===== src/sv/drsp_pkg.sv =====
// Package: shared types and constants of the drive status reply parser.
`timescale 1ns / 1ps

package drsp_pkg;

  localparam logic [5:0] LONG_BYTE_LIMIT  = 6'd60;
  localparam logic [5:0] SHORT_BYTE_LIMIT = 6'd20;
  localparam int         AXIS_LOW_BIT     = 14;
  localparam int         AXIS_HIGH_BIT    = 15;

  localparam int         LONG_RECORD_LEN  = 10;
  localparam logic [3:0] LONG_REC_LAST    = 4'd10;
  localparam logic [3:0] SHORT_STATUS_LEN = 4'd2;
  localparam logic [3:0] SHORT_PC_LEN     = 4'd4;

  localparam logic [7:0] FILL_ONES  = 8'hFF;
  localparam logic [7:0] FILL_ZEROS = 8'h00;

  localparam logic       KIND_RECORD  = 1'b0;
  localparam logic       KIND_SUMMARY = 1'b1;

  localparam logic       FMT_LONG  = 1'b0;
  localparam logic       FMT_SHORT = 1'b1;

  localparam int         OQ_DEPTH = 4;
  localparam int         OQ_AW    = $clog2(OQ_DEPTH);

  typedef struct packed {
    logic               kind;
    logic [1:0]         axis;
    logic [15:0]        status_word;
    logic               pc_present;
    logic [15:0]        program_counter;
    logic [7:0]         analog_value;
    logic signed [23:0] position;
    logic [15:0]        velocity;
    logic [3:0]         axis_mask;
    logic               framing_error;
    logic               last;
  } res_t;

  // Up to two results per byte; vld1 only ever set together with vld0.
  typedef struct packed {
    logic vld0;
    logic vld1;
    res_t res0;
    res_t res1;
  } res_pair_t;

  function automatic logic [1:0] axis_of(input logic [15:0] status);
    return {status[AXIS_HIGH_BIT], status[AXIS_LOW_BIT]};
  endfunction

endpackage


===== src/sv/drsp_parse.sv =====
// Reply state tracking and record decode for one buffered byte.
`timescale 1ns / 1ps

module drsp_parse
  import drsp_pkg::*;
(
  input  logic       clk,
  input  logic       rst_n,
  input  logic       go,
  input  logic       func,
  input  logic [7:0] rx_byte,
  input  logic       first_of_reply,
  input  logic       last_of_reply,
  output res_pair_t  results
);

  logic       skip_r, skip_nxt;
  logic       fmt_r, fmt_nxt;
  logic [3:0] idx_r, idx_nxt;
  logic [5:0] cnt_r, cnt_nxt;
  logic [5:0] skc_r, skc_nxt;
  logic [3:0] mask_r, mask_nxt;
  logic [7:0] rec_r   [LONG_RECORD_LEN];
  logic [7:0] rec_nxt [LONG_RECORD_LEN];

  always_comb begin
    logic [5:0]  limit;
    logic        emit, with_pc, long_f;
    logic [15:0] status;
    logic [1:0]  ax;
    res_t        rec, summ;

    skip_nxt = skip_r;
    fmt_nxt  = fmt_r;
    idx_nxt  = idx_r;
    cnt_nxt  = cnt_r;
    skc_nxt  = skc_r;
    mask_nxt = mask_r;
    rec_nxt  = rec_r;
    emit     = 1'b0;
    with_pc  = 1'b0;
    long_f   = 1'b0;

    if (first_of_reply) begin
      skip_nxt = 1'b1;
      idx_nxt  = '0;
      cnt_nxt  = '0;
      skc_nxt  = '0;
      mask_nxt = '0;
      fmt_nxt  = func;
    end
    limit = (fmt_nxt == FMT_SHORT) ? SHORT_BYTE_LIMIT : LONG_BYTE_LIMIT;

    if (cnt_nxt < limit) begin
      cnt_nxt = cnt_nxt + 6'd1;
      if (skip_nxt && (rx_byte == FILL_ONES || rx_byte == FILL_ZEROS)) begin
        skc_nxt = skc_nxt + 6'd1;
      end else begin
        skip_nxt = 1'b0;
        if (idx_nxt < LONG_REC_LAST) begin
          for (int i = 0; i < LONG_RECORD_LEN; i++) begin
            if (idx_nxt == 4'(i)) rec_nxt[i] = rx_byte;
          end
          idx_nxt = idx_nxt + 4'd1;
        end
        if (fmt_nxt == FMT_LONG) begin
          if (idx_nxt >= LONG_REC_LAST) begin
            emit = 1'b1; with_pc = 1'b1; long_f = 1'b1;
            idx_nxt = '0;
          end
        end else if (idx_nxt == SHORT_STATUS_LEN) begin
          if (axis_of({rec_nxt[0], rec_nxt[1]}) != 2'd0) begin
            emit = 1'b1;
            idx_nxt = '0;
          end
        end else if (idx_nxt >= SHORT_PC_LEN) begin
          emit = 1'b1; with_pc = 1'b1;
          idx_nxt = '0;
        end
      end
    end

    status = {rec_nxt[0], rec_nxt[1]};
    ax     = axis_of(status);
    if (emit) mask_nxt = mask_nxt | (4'd1 << ax);

    rec                 = '0;
    rec.kind            = KIND_RECORD;
    rec.axis            = ax;
    rec.status_word     = status;
    rec.pc_present      = with_pc;
    if (with_pc) rec.program_counter = {rec_nxt[3], rec_nxt[2]};
    if (long_f) begin
      rec.analog_value  = rec_nxt[4];
      rec.position      = {rec_nxt[7], rec_nxt[6], rec_nxt[5]};
      rec.velocity      = {rec_nxt[9], rec_nxt[8]};
    end

    summ               = '0;
    summ.kind          = KIND_SUMMARY;
    summ.axis_mask     = mask_nxt;
    summ.framing_error = (fmt_nxt == FMT_SHORT) ? (skc_nxt != 6'd0) : (skc_nxt != 6'd1);
    summ.last          = 1'b1;

    if (emit) begin
      results.vld0 = go;
      results.vld1 = go && last_of_reply;
      results.res0 = rec;
      results.res1 = summ;
    end else begin
      results.vld0 = go && last_of_reply;
      results.vld1 = 1'b0;
      results.res0 = summ;
      results.res1 = summ;
    end

    if (last_of_reply) begin
      skip_nxt = 1'b1;
      idx_nxt  = '0;
      cnt_nxt  = '0;
      skc_nxt  = '0;
      mask_nxt = '0;
    end
  end

  always_ff @(posedge clk) begin
    if (!rst_n) begin
      skip_r <= 1'b1;
      fmt_r  <= FMT_LONG;
      idx_r  <= '0;
      cnt_r  <= '0;
      skc_r  <= '0;
      mask_r <= '0;
    end else if (go) begin
      skip_r <= skip_nxt;
      fmt_r  <= fmt_nxt;
      idx_r  <= idx_nxt;
      cnt_r  <= cnt_nxt;
      skc_r  <= skc_nxt;
      mask_r <= mask_nxt;
    end
  end

  // record bytes: payload only, written before any read
  always_ff @(posedge clk) begin
    if (go) rec_r <= rec_nxt;
  end

endmodule


===== src/sv/drsp_outq.sv =====
// Result queue: takes up to two results a cycle, hands out one.
`timescale 1ns / 1ps

module drsp_outq
  import drsp_pkg::*;
(
  input  logic      clk,
  input  logic      rst_n,
  input  res_pair_t push,
  input  logic      pop,
  output logic      room2,
  output logic      not_empty,
  output res_t      head
);

  res_t             mem_r [OQ_DEPTH];
  logic [OQ_AW-1:0] wr_r, wr_nxt;
  logic [OQ_AW-1:0] rd_r, rd_nxt;
  logic [OQ_AW:0]   cnt_r, cnt_nxt;

  assign room2     = (cnt_r <= (OQ_AW+1)'(OQ_DEPTH - 2));
  assign not_empty = (cnt_r != '0);
  assign head      = mem_r[rd_r];

  always_comb begin
    wr_nxt  = wr_r + OQ_AW'(push.vld0) + OQ_AW'(push.vld1);
    rd_nxt  = rd_r + OQ_AW'(pop);
    cnt_nxt = cnt_r + (OQ_AW+1)'(push.vld0) + (OQ_AW+1)'(push.vld1) - (OQ_AW+1)'(pop);
  end

  always_ff @(posedge clk) begin
    if (!rst_n) begin
      wr_r  <= '0;
      rd_r  <= '0;
      cnt_r <= '0;
    end else begin
      wr_r  <= wr_nxt;
      rd_r  <= rd_nxt;
      cnt_r <= cnt_nxt;
    end
  end

  always_ff @(posedge clk) begin
    if (push.vld0) mem_r[wr_r] <= push.res0;
    if (push.vld1) mem_r[wr_r + OQ_AW'(1)] <= push.res1;
  end

endmodule


===== src/sv/drive_status_reply_parser_core.sv =====
// Top level: stepper-drive status reply parser, byte in, records and summary out.
// Flow: an accepted request waits in the input register and is decoded once the queue has room;
//   its first result then shows on out_, a second result (summary after a record) after it.
// Throughput: one byte request per cycle while in_stall is low; the four-entry result queue must have room
//   for two results before the buffered byte is decoded.
// Reset: synchronous, active-low rst_n; reply state back to skip phase, long format.
`timescale 1ns / 1ps

module drive_status_reply_parser_core
  import drsp_pkg::*;
(
  input  logic               clk,
  input  logic               rst_n,
  // byte requests
  input  logic               in_valid,
  output logic               in_stall,
  input  logic               in_func,
  input  logic [7:0]         in_rx_byte,
  input  logic               in_first_of_reply,
  input  logic               in_last_of_reply,
  // result requests
  output logic               out_valid,
  input  logic               out_stall,
  output logic               out_kind,
  output logic [1:0]         out_axis,
  output logic [15:0]        out_status_word,
  output logic               out_pc_present,
  output logic [15:0]        out_program_counter,
  output logic [7:0]         out_analog_value,
  output logic signed [23:0] out_position,
  output logic [15:0]        out_velocity,
  output logic [3:0]         out_axis_mask,
  output logic               out_framing_error,
  output logic               out_last
);

  // Input register: one byte request waiting for decode.
  logic       in_vld_r, in_vld_nxt;
  logic       func_r;
  logic [7:0] byte_r;
  logic       first_r;
  logic       last_r;

  logic       go;       // buffered byte decoded this cycle
  logic       room2;
  logic       q_busy;
  res_pair_t  results;
  res_t       head;

  // Decode only when the queue can absorb a record plus a summary.
  assign go       = in_vld_r && room2;
  assign in_stall = in_vld_r && !room2;

  always_comb begin
    in_vld_nxt = in_vld_r;
    if (go) in_vld_nxt = 1'b0;
    if (in_valid && !in_stall) in_vld_nxt = 1'b1;
  end

  always_ff @(posedge clk) begin
    if (!rst_n) begin
      in_vld_r <= 1'b0;
    end else begin
      in_vld_r <= in_vld_nxt;
    end
  end

  always_ff @(posedge clk) begin
    if (in_valid && !in_stall) begin
      func_r  <= in_func;
      byte_r  <= in_rx_byte;
      first_r <= in_first_of_reply;
      last_r  <= in_last_of_reply;
    end
  end

  drsp_parse u_parse (
    .clk            (clk),
    .rst_n          (rst_n),
    .go             (go),
    .func           (func_r),
    .rx_byte        (byte_r),
    .first_of_reply (first_r),
    .last_of_reply  (last_r),
    .results        (results)
  );

  drsp_outq u_outq (
    .clk       (clk),
    .rst_n     (rst_n),
    .push      (results),
    .pop       (q_busy && !out_stall),
    .room2     (room2),
    .not_empty (q_busy),
    .head      (head)
  );

  assign out_valid           = q_busy;
  assign out_kind            = head.kind;
  assign out_axis            = head.axis;
  assign out_status_word     = head.status_word;
  assign out_pc_present      = head.pc_present;
  assign out_program_counter = head.program_counter;
  assign out_analog_value    = head.analog_value;
  assign out_position        = head.position;
  assign out_velocity        = head.velocity;
  assign out_axis_mask       = head.axis_mask;
  assign out_framing_error   = head.framing_error;
  assign out_last            = head.last;

endmodule


===== config.mk =====
export PLATFORM = sky130hd
export DESIGN_NAME = drive_status_reply_parser_core
export DESIGN_NICKNAME = d
export VERILOG_FILES = /design/src/sv/drsp_pkg.sv /design/src/sv/drsp_parse.sv /design/src/sv/drsp_outq.sv /design/src/sv/drive_status_reply_parser_core.sv
export SDC_FILE = /design/constraint.sdc
export NUM_CORES = 1
export LEC_CHECK = 0
export BUFFER_PORTS_ARGS = -buffer_cell sky130_fd_sc_hd__buf_2
export CAP_MARGIN = 20
export CORE_MARGIN = 2
export CORE_UTILIZATION = 45
export DETAILED_ROUTE_END_ITERATION = 10
export SLEW_MARGIN = 0
export SYNTH_ARGS = -nofsm -noshare
export SYNTH_HDL_FRONTEND = slang
export SYNTH_SLANG_ARGS = --single-unit
export TNS_END_PERCENT = 1

===== constraint.sdc =====
create_clock -name clk -period 5.3 [get_ports clk]
set_input_delay 1.06 -clock clk [delete_from_list [all_inputs] [get_ports clk]]
set_output_delay 1.06 -clock clk [all_outputs]
set_load 0.02 [all_outputs]

### Yosys cells after proc, flatten, opt, wreduce, memory -nomap -nowiden

Memory sizes are Yosys's and may differ from the RTL's. A register that Yosys moved wholly into a read port is not among the register bits.
Index checks and enable logic that the tools add are counted.

* flip-flop bits (word level): 121
* bits in latches: 0
* memory bits (writable): 360
* memory bits (read-only): 0
* bits of input ports: 15
* output and inout bits: 92
* logic and storage cells: 138
* memories kept: 1

Memories
* u_outq.mem_r: words 4, width 90, rd ports 1, clocked after memory_dff 1, wr ports 2, line drsp_outq.sv:16 `res_t mem_r [OQ_DEPTH];`

* add/subtract/negate cells: 10
* multipliers: 0
* div/mod/pow operators: 0
* magnitude comparators: 5
* equal/unequal tests: 12
* shift-type cells: 1
* multiplexer cells: 68
* bitwise operators: 1
* reductions and logical operators: 16

Operators with widths (count)
* $mux W80: 5
* $mux W182: 1
* $mux W8: 10
* $mux W4: 15
* $mux W48: 1
* $mux W6: 8
* $mux W1: 26
* $eq A4 B3 Y1 const B: 4
* $mux W16: 1
* $add A6 B1 Y6 const B: 2
* $eq A4 B2 Y1 const B: 3
* $eq A4 B4 Y1 const B: 2
* $eq A8 B8 Y1 const B: 1
* $logic_not A8 Y1: 1
* $add A2 B1 Y2: 3
* $add A3 B1 Y3: 2
* $logic_and A1 B1 Y1: 6
* $lt A6 B6 Y1: 1
* $ne A6 B1 Y1 const B: 1
* $reduce_bool A6 Y1: 1
* $add A4 B1 Y4 const B: 1
* $eq A4 B1 Y1 const B: 1
* $ge A4 B3 Y1 const B: 1
* $ge A4 B4 Y1 const B: 1
* 12 further kinds: 15

### Logic depth before layout (Yosys ltp)

Gate-level depths: netlist of run 1.

* word-level depth: 17
* mapped depth: 18
* depth with buffers taken out: 15

### Cells and area by module

From an unflattened synthesis of run 1, not the netlist that was laid out.

* cells, all modules: 1525
* area, all modules: 25423.1 sq um

By module, submodules not included
* drsp_outq: instances 1, cells an instance 913, area each 18445.2 sq um, sequential area each 10950.5 sq um
* drsp_parse: instances 1, cells an instance 595, area each 6587.6 sq um, sequential area each 2842.7 sq um
* drive_status_reply_parser_core: instances 1, cells an instance 17, area each 390.4 sq um, sequential area each 350.3 sq um

### Least setup slack after synthesis of run 1

Ideal clock, no wire load.

* kind: register to register
* from: reg u_outq.cnt_r[1]
* to: mem u_outq.mem_r[0][2] (netlist bit), data pin
* arrival time: 4430 ps
* required time: 5141 ps
* setup slack: 711 ps
* cell stages (with the launch flop): 11
* buffers on the path: 3
* clock period less this slack: 4589 ps
* path through: dfxtp_1 > inv_1 > ha_1 > a21oi_1 > nand2b_1 > buf_2 > inv_1 > clkbuf_1 > buf_1 > a41oi_1 > nor2_1

RTL lines
* from (decl): line drsp_outq.sv:19 `logic [OQ_AW:0] cnt_r, cnt_nxt;`
* from (signal assigned): line drsp_outq.sv:39 `cnt_r <= cnt_nxt;`
* to (decl): line drsp_outq.sv:16

### Worst setup path after layout of run 1

* from: reg first_r
* to: reg u_outq.cnt_r[2]

* longest elaborated chain between the ends: 16
* elaborated cells on any way between the ends: 32

RTL lines
* from (decl): line drive_status_reply_parser_core.sv:41 `logic first_r;`
* from (signal assigned): line drive_status_reply_parser_core.sv:72 `first_r <= in_first_of_reply;`
* branches (longest 11 deep; another with $add A4 B1 Y4)
* $mux W1 (*): line drsp_parse.sv:54 `if (cnt_nxt < limit) begin`
* $mux W182 (*): line drsp_parse.sv:105 `if (emit) begin`
* $add A3 B1 Y3: line drsp_outq.sv:28 `cnt_nxt = cnt_r + (OQ_AW+1)'(push.vld0) + (OQ_AW+1)'(push.vld1) - (OQ_AW+1)'(pop);`
* $add A3 B1 Y3 (*): line drsp_outq.sv:28
* $sub A3 B1 Y3 (*): line drsp_outq.sv:28

Mark *: on every way between the ends. The select of a mux whose other input is x is not followed.
A chain may end at the register's enable or synchronous reset.

==> impl_metrics.csv, run 1 <==
group,metric,value,unit
yosys,yosys.area.top_type,"dfxtp_1",
cts,cts_hold_buf,0,
floorplanning,coreArea,45280,sq um
yosys,async_flop_share,0,
critical_path,cp_common_cell,"inv_1",
timing,max_freq,0.2362,GHz
cts,ctsResizeCount,0,
cts,cts_buffers,49,
critical_path,path_max_fanout,14,
run_status,status,"complete, no violations",
yosys,synth.most_common_cell,"dfxtp_1",
critical_path,arrival,4710,ps
cts,cts_tree,"done",
drt,wire_per_inst,22.29,um
power_and_ir_drop,peakVddDrop,0.2934,mV
yosys,syn_area,20560,sq um
global_routing,grt.total_usage,0.2428,
floorplanning,dieWidth,217.8,um
floorplanning,initial_core_util,0.4541,
drt,drtPass1Iterations,5,
yosys,yosys-top-cells-count,"dfxtp_1 (358), nand2_1 (261), a21oi_1 (170)",
yosys,yosysWarnings,0,
power_and_ir_drop,power.leakage,8.491,nW
finish,n_antenna_cell,0,
timing,slew_headroom,0.2898,
yosys,synth_cells,1944,
global_routing,grt_pass1_wl,90070,um
cts,cts_root_buf,"clkbuf_16",
drt,first_iter_violations,1445,
global_routing,grt_antenna_before_repair,0,
finish,layout-drive-gt1-share,0.1744,
min_path,min_path_type,"reg2reg",
job,drv_cap,0,
finish,fin_nets,2000,
critical_path,cpPeakStageDelay,670,ps
timing,finalHoldViolCount,0,
critical_path,crit_required,5770,ps
critical_path,cp-start-kind,"register",
timing,finalMaxSlewViolations,0,
place,gp_congestion,0.8618,
yosys,seq_area_frac_synth,0.5106,
finish,area_growth,11.99,%
cts,clk_pin_slew_worst_paths,60,ps
yosys,yosysTopAreaCellShare,0.3485,
yosys,yosys_most_used_dff,"dfxtp_1",
timing,worst_pin_slew,1065,ps
timing,fin_crit,4233,ps
yosys,synth_cell_types,68,
floorplanning,ios,107,
yosys,synth_edf_count,111,
timing,rsz0062_at_grt,"no",
cts,clock_latency,590,ps
cts,post_cts_buffers,0,
drt,drc_errors,0,
finish,fill_cells,4071,
floorplanning,num_rows,78,
global_routing,grt_max_degree,65,
drt,wl,58110,um
timing,fin_worst_skew,16.28,ps
critical_path,path_cells,"nand2b_1, inv_1, ha_1, nor4bb_2, o31a_1, o31ai_4, nand4_2, nor2_1, inv_1, ha_1, inv_1, fa_1, fa_1, xnor2_1, and2_1",
yosys,synth_area_leaders,"dfxtp_1 (35%), edfxtp_1 (16%), mux4_2 (9.5%)",
finish,multiInputGateArea,9266,sq um
finish,final_core_util,0.5085,
drt,viasPerCell,6.020,
drt,antenna_left,0,
cts,cts.path.max_buffers,3,
critical_path,ff2ff_path_depth,15,
critical_path,critPathKind,"reg2reg",
cts,cts.sinks,469,
critical_path,critPathCaptureType,"register",
floorplanning,die_area,47420,sq um
cts,htreeDepth,2,
floorplanning,die-height,217.8,um
timing,setup_viol,0,
critical_path,slowest_stage,"edfxtp_1",
yosys,synth_fp_nets,1973,
drt,via_count,15690,
min_path,whs_path_depth,2,
power_and_ir_drop,powerDensity,392.8,nW/um^2
finish,ff_latch_area,10510,sq um
yosys,syn_area_per_cell,10.58,sq um
global_routing,gr-total-overflow,0,
place,portBuffers,106,
timing,setup_tns,0,ps
timing,fin_crit_sh,0.7988,
yosys,synth_seq_cells,469,
place,hpwlAfterDp,34600,um
global_routing,grt_pass1_vias,15570,
-- metrics by stage --
step           area, sq um  instances  hold WS [ps]  worst slack (ps)  total power, W
5_1_grt              23030       2607         472.3             765.4        0.009398
3_5_place_dp         21490       2520         444.8              1097        0.005795
2_1_floorplan        20560       1944         419.9             711.1        0.005306
4_1_cts              23030       2607         452.5              1033        0.009121
3_3_place_gp         21490       2520         438.5              1195        0.005776
6_report             23030       2607         451.5              1067        0.009045
-- routing by layer --
metal / global-route usage / routed length (um) / share of wire
met5: 0 / 0 / 0
met4: 0.09320 / 1861 / 0.032
met3: 0.03570 / 3697 / 0.064
met2: 0.3930 / 27270 / 0.47
met1: 0.3299 / 25280 / 0.44
-- final cells by class --
| class | count | share of cell area |
|---|---|---|
| Sequential cell | 469 | 0.4563 |
| Multi-Input combinational cell | 1285 | 0.4024 |
| Inverter | 17 | 0.002825 |
| Tap cell | 600 | 0.03260 |
| Clock buffer | 72 | 0.06069 |
| Clock inverter | 15 | 0.005977 |
| Timing Repair Buffer | 149 | 0.03923 |
-- kinds of logic (layout without fill, tap and decap cells) --
group / after synthesis / in the layout / synth area share
and+or+nand+nor: 593 / 593 / 0.1305
AOI/OAI and AO/OA: 482 / 482 / 0.1594
DFF: 469 / 469 / 0.5106
buffers and inverters: 190 / 253 / 0.04125
muxes: 185 / 185 / 0.1440
adders and majority gates: 14 / 14 / 0.009614
xor gates and xnor gates: 11 / 11 / 0.004685
-- registers in the layout (all words and copies together), names as in the netlist, 2 cells and up --
name / cells
u_outq.mem_r: 348
u_parse.rec_r: 80
byte_r: 8
u_parse.cnt_r: 6
u_parse.skc_r: 6
u_parse.idx_r: 4
u_parse.mask_r: 4
u_outq.cnt_r: 3
u_outq.rd_r: 2
u_outq.wr_r: 2
-- path summary, 6_finish.rpt --
check	start	end	slack, ps
max	first_r	u_outq.cnt_r[2]	1070
min	u_outq.mem_r[2][28]	u_outq.mem_r[2][28]	450
max reg2reg	first_r	u_outq.cnt_r[2]	1070
min reg2reg	u_outq.mem_r[2][28]	u_outq.mem_r[2][28]	450
-- critical path, delay by kind of cell, from the launching register on --
| family | cells | cell delay, ps |
|---|---|---|
| flops | 1 | 670 |
| xor+xnor | 1 | 130 |
| buf+inv | 3 | 240 |
| fa+ha+maj | 4 | 1390 |
| simple gates | 5 | 940 |
| compound gates | 2 | 740 |
-- cells in the final DEF (no fill, tap or decap), types with 7 or more instances in the layout --
| cell type | instances |
|---|---|
| a31oi_1 | 18 |
| buf_4 | 39 |
| clkinv_2 | 11 |
| mux4_2 | 87 |
| nor2b_1 | 27 |
| mux2_2 | 16 |
| o21ai_0 | 77 |
| edfxtp_1 | 111 |
| nand2b_1 | 7 |
| mux2i_1 | 82 |
| nor2_1 | 123 |
| ha_1 | 11 |
| a22o_1 | 147 |
| nand3_1 | 101 |
| nand2_1 | 261 |
| dfxtp_1 | 356 |
| clkbuf_1 | 15 |
| a21oi_1 | 170 |
| a32oi_1 | 7 |
| clkbuf_16 | 50 |
| inv_1 | 16 |
| and2_1 | 13 |
| a32o_1 | 14 |
| buf_2 | 106 |
| nor3_1 | 16 |
| and3_1 | 7 |
-- power breakdown --
group	total [W]	internal [W]	leakage, nW	switching, W
logic	0.00151	0.000568	3.81	0.000947
clock network	0.00332	0.00192	0.758	0.00141
registers	0.00421	0.00397	3.92	0.000234
No activity file was read; power rests on OpenSTA's default activity.
==> inputs of run 2 (changes only) <==
clock period = 3.8 ns   (was 5.3 ns; I/O delays follow)
==> run 2 against run 1 <==
Compared with the run above:
- core utilization is 1.3 points higher
- clock power increased by 48%
- sequential cell count unchanged
- routed wire length about the same
- sequential share of layout area shrank 1.1 points
- global-route usage barely moved
- non-clock buffer count is 36 higher
- critical path type unchanged
- critical endpoint unchanged
==> impl_metrics.csv, run 2 (same netlist as run 1, synthesis figures left out) <==
group,metric,value,unit
run_status,status,"complete, no violations",
power_and_ir_drop,power_switching,0.003696,W
power_and_ir_drop,power.leakage,8.793,nW
global_routing,grt_pass1_wl,90710,um
critical_path,cp-start-kind,"register",
critical_path,arrival,4160,ps
critical_path,critPathCaptureType,"register",
critical_path,path_max_fanout,5,
drt,antenna_left,0,
drt,wl,58070,um
drt,viasPerCell,5.983,
cts,clock_latency,600,ps
global_routing,gr-total-overflow,0,
timing,slew_headroom,0.4654,
place,dp.cells,2556,
critical_path,critPathKind,"reg2reg",
finish,top_register,"u_outq.mem_r",
cts,cts_buffers,49,
cts,cts_root_buf,"clkbuf_16",
drt,wire_per_inst,21.93,um
cts,cts_hold_buf,0,
timing,finalHoldViolCount,0,
floorplanning,coreArea,45280,sq um
power_and_ir_drop,p_sw_frac,0.2848,
finish,top_regs,"u_outq.mem_r (348), u_parse.rec_r (80), byte_r (8)",
timing,finalMaxSlewViolations,0,
timing,setup_ws,128.4,ps
finish,final_cell_mix,"dfxtp_1 (356), nand2_1 (261), a21oi_1 (170)",
floorplanning,initial_core_util,0.4541,
floorplanning,die_area,47420,sq um
finish,fin_cells,2648,
global_routing,grt.total_usage,0.2430,
finish,fin_nets,2036,
job,drv_cap,0,
min_path,min_path_type,"in2reg",
floorplanning,num_rows,78,
power_and_ir_drop,powerDensity,549.4,nW/um^2
drt,drc_errors,0,
floorplanning,dieWidth,217.8,um
power_and_ir_drop,power_frac_comb,0.175,
place,post-place-ws,146.2,ps
timing,worst_pin_slew,801.9,ps
timing,rsz0062_at_grt,"no",
finish,layout_commonest_cell,"dfxtp_1",
power_and_ir_drop,total_power,0.01297,W
timing,fin_crit_sh,0.9662,
drt,via_count,15840,
floorplanning,die-height,217.8,um
timing,max_freq,0.2724,GHz
global_routing,grt_antenna_before_repair,1,
critical_path,crit_required,4290,ps
power_and_ir_drop,clock_power_share,0.378,
timing,fin_worst_skew,22.31,ps
global_routing,grt_pass1_vias,15780,
place,hpwlAfterDp,35760,um
cts,cts_tree,"done",
cts,htreeDepth,2,
power_and_ir_drop,peakVddDrop,0.3699,mV
timing,setup_viol,0,
cts,post_cts_buffers,0,
drt,drtPass1Iterations,7,
timing,holdWs,346.3,ps
place,portBuffers,106,
timing,fin_crit,3672,ps
finish,area_growth,14.84,%
place,gp_congestion,0.8467,
cts,cts.sinks,469,
power_and_ir_drop,cell_internal_pwr,0.009279,W
cts,cts.path.max_buffers,3,
finish,final_core_util,0.5215,
finish,largest_register_ffs,348,
floorplanning,ios,107,
cts,clk_pin_slew_worst_paths,60,ps
finish,layout-drive-gt1-share,0.1939,
drt,first_iter_violations,1454,
global_routing,grt_max_degree,99,
power_and_ir_drop,p_seq_frac,0.447,
## run 2: cell types whose count changed in the layout (fill, tap and decap cells not counted), sizes merged
cell / previous run / this run
bufinv: 2 / 4
diode: 0 / 1
clkinvlp: 1 / 2
buf: 149 / 185
inv: 16 / 17
## run 2: final cells by class
| class | instances | area, sq um |
|---|---|---|
| multi-input cells | 1285 | 9279 |
| clock buffers | 72 | 1423 |
| repair buffers | 185 | 1361 |
| fillers | 4065 | 21670 |
| flip-flops and latches | 469 | 10510 |
| well taps | 600 | 750.7 |
| clock inverters | 19 | 226.5 |
| inverters | 17 | 65.06 |
| diodes | 1 | 2.502 |
## run 2: layer usage
layer | vias up | track usage | wire length, um
li1 | 7254 | - | -
met1 | 7920 | 0.3307 | 25560
met2 | 560 | 0.3986 | 27550
met3 | 109 | 0.03194 | 3187
met4 | 0 | 0.08662 | 1774
met5 | - | 0 | 0
## run 2: power groups by stage
stage	clock [W]	sequential, W	combinational [W]
after detailed placement	0	0.00590	0.00227
after global placement	0	0.00588	0.00225
after floorplan	0	0.00575	0.00165
final	0.00491	0.00579	0.00227
after CTS	0.00498	0.00579	0.00228
after global routing	0.00519	0.00584	0.00243
## run 2: repair_timing
item                                   in CTS  in global routing
endpoints found under the hold margin       0                  0
setup endpoints to repair                   0                  2
gates resized for setup                     0                  4
## run 2: final timing paths
path / from / endpoint / slack, ps / cells past startpoint
max: first_r / u_outq.cnt_r[2] / 130 / 13
min: in_rx_byte[5] / byte_r[5] / 350 / 1
max reg2reg: first_r / u_outq.cnt_r[2] / 130 / 13
min reg2reg: u_outq.mem_r[2][10] / u_outq.mem_r[2][10] / 450 / 2
## run 2: worst max-delay path: stages, from the launching register on
cell and delay (ps):
edfxtp_1 440, nand2b_2 250, ha_1 340, o32ai_1 430, a311o_2 320, nand4_2 130
nor2_1 130, inv_1 80, ha_1 280, inv_1 50, fa_1 420, fa_1 420
xnor2_1 130, and2_1 150
## run 2: per-stage QoR
step / setup TNS [ps] / cell area [sq um]
global route: 0 / 23620
finish: 0 / 23620
CTS: 0 / 23600
detailed placement: 0 / 21950
global placement: 0 / 21950
floorplan: -717.8 / 20570
==> inputs of run 3 (changes only) <==
==> constraint.sdc (replaced) <==
create_clock -name clk -period 3.8 [get_ports clk]
set_input_delay 0.19 -clock clk [delete_from_list [all_inputs] [get_ports clk]]
set_output_delay 0.19 -clock clk [all_outputs]
set_load 0.02 [all_outputs]
==> run 3 against run 2 <==
Compared with the run above:
- clock skew decreased by 2.6 ps
- core utilization about the same
- worst hold slack got worse by 260 ps
- final area about the same
- combinational power about the same
- fmax increased by 0.90%
- cell count about the same
- clock-buffer cell count decreased by 1
- first-iteration DRC count increased by 0.96%
- largest cell class unchanged
==> impl_metrics.csv, run 3 (same netlist as run 1, synthesis figures left out) <==
group,metric,value,unit
drt,drtPass1Iterations,6,
global_routing,gr-total-overflow,0,
critical_path,crit_required,4280,ps
timing,worst_pin_slew,826.0,ps
cts,post_cts_buffers,0,
critical_path,cpPeakStageDelay,470,ps
floorplanning,num_rows,78,
finish,fin_cells,2646,
timing,finalMaxSlewViolations,0,
timing,finalHoldViolCount,0,
drt,wire_per_inst,21.89,um
place,dp.cells,2545,
drt,wl,57920,um
finish,largest_register_ffs,348,
finish,multiInputGateArea,9284,sq um
floorplanning,coreArea,45280,sq um
place,gp_congestion,0.8456,
critical_path,critPathKind,"reg2reg",
cts,cts_buffers,49,
place,hpwlAfterDp,35670,um
critical_path,path_cells,"nand2b_1, inv_1, ha_2, nor3_1, o31a_1, o31ai_4, nand4_2, nor2_1, inv_1, ha_1, inv_1, fa_1, fa_1, xnor2_1, and2_1",
floorplanning,initial_core_util,0.4541,
critical_path,arrival,4120,ps
timing,slew_headroom,0.4493,
critical_path,critPathCaptureType,"register",
finish,area_growth,14.79,%
global_routing,grt_max_degree,67,
timing,setup_viol,0,
floorplanning,die_area,47420,sq um
power_and_ir_drop,power.leakage,8.774,nW
power_and_ir_drop,powerDensity,547.6,nW/um^2
drt,first_iter_violations,1468,
finish,top_regs,"u_outq.mem_r (348), u_parse.rec_r (80), byte_r (8)",
cts,cts.path.max_buffers,3,
finish,fin_nets,2037,
critical_path,cp-start-kind,"register",
timing,rsz0062_at_grt,"no",
finish,top_register,"u_outq.mem_r",
cts,cts.sinks,469,
timing,max_freq,0.2748,GHz
timing,fin_crit,3639,ps
drt,antenna_left,0,
finish,ff_latch_area,10510,sq um
place,portBuffers,106,
global_routing,grt_pass1_vias,15800,
drt,drc_errors,0,
min_path,min_path_type,"in2reg",
critical_path,path_max_fanout,8,
finish,fill_cells,4037,
min_path,hp-start,"rst_n",
critical_path,cp_common_cell,"inv_1",
cts,cts_root_buf,"clkbuf_16",
timing,setup_tns,0,ps
finish,n_antenna_cell,0,
global_routing,grt_pass1_wl,90620,um
finish,layout_commonest_cell,"dfxtp_1",
timing,setup_ws,161.0,ps
finish,layout-drive-gt1-share,0.1872,
global_routing,grt_antenna_before_repair,0,
cts,clk_pin_slew_worst_paths,60,ps
timing,fin_worst_skew,19.72,ps
drt,via_count,15760,
timing,fin_crit_sh,0.9576,
cts,htreeDepth,2,
cts,clock_latency,590,ps
critical_path,cp-startpoint,"first_r",
floorplanning,ios,107,
drt,viasPerCell,5.956,
global_routing,grt.total_usage,0.2424,
place,post-place-ws,154.0,ps
critical_path,timing.rr.start,"first_r",
floorplanning,dieWidth,217.8,um
critical_path,slowest_stage,"edfxtp_1",
floorplanning,die-height,217.8,um
power_and_ir_drop,peakVddDrop,0.4102,mV
cts,cts_tree,"done",
job,drv_cap,0,
run_status,status,"complete, no violations",
finish,final_cell_mix,"dfxtp_1 (356), nand2_1 (261), a21oi_1 (169)",
## run 3: layout make-up
type	count	share of cell area
Clock buffer	71	0.06191
Clock inverter	18	0.006891
Inverter	17	0.002756
Multi-Input combinational cell	1285	0.3933
Sequential cell	469	0.4451
Tap cell	600	0.03180
Timing Repair Buffer	186	0.05820
## run 3: path summary, 6_finish.rpt
check	end	slack, ps	cells after the start
worst max-delay path	u_outq.cnt_r[2]	160	15
worst min-delay path	u_parse.skip_r	90	2
worst max register to register	u_outq.cnt_r[2]	160	15
worst min register to register	u_outq.mem_r[2][12]	450	2
## run 3: what timing repair did
item,CTS,global route
endpoints found under the hold margin,12,0
gates resized for setup,0,4
hold buffers,12,0
endpoints found under the setup margin,0,29
## run 3: metrics by stage
| step | instance area [sq um] | power [W] | utilization | hold slack [ps] |
|---|---|---|---|---|
| 6_report | 23610 | 0.01293 | 0.5213 | 90.55 |
| 5_1_grt | 23610 | 0.01341 | 0.5213 | 108.9 |
| 4_1_cts | 23590 | 0.01301 | 0.5209 | 58.44 |
| 3_5_place_dp | 21840 | 0.008154 | 0.4824 | 369.7 |
| 3_3_place_gp | 21840 | 0.008115 | 0.4824 | 371.5 |
| 2_1_floorplan | 20570 | 0.007395 | - | 288.9 |
## run 3: where the power goes
group / leakage [nW] / switching, W / internal, W
Combinational: 4.03 / 0.00138 / 0.000869
Sequential: 3.94 / 0.000277 / 0.00554
Clock: 0.806 / 0.00200 / 0.00286
## run 3: per-layer routing
metal	vias to the layer above	routed length, um	GRT usage
li1	7259	-	-
met1	7927	25570	0.3246
met2	472	27930	0.4072
met3	101	2949	0.03668
met4	0	1477	0.07120
met5	-	0	0
## run 3: worst max-delay path: cells and delay by family (launching register included)
family	cells	cell delay [ps]
adder cells (fa/ha/maj)	4	1360
flip-flops	1	470
AO/OA/AOI/OAI	2	580
XOR/XNOR	1	130
AND/OR/NAND/NOR	5	760
buffers and inverters	3	230
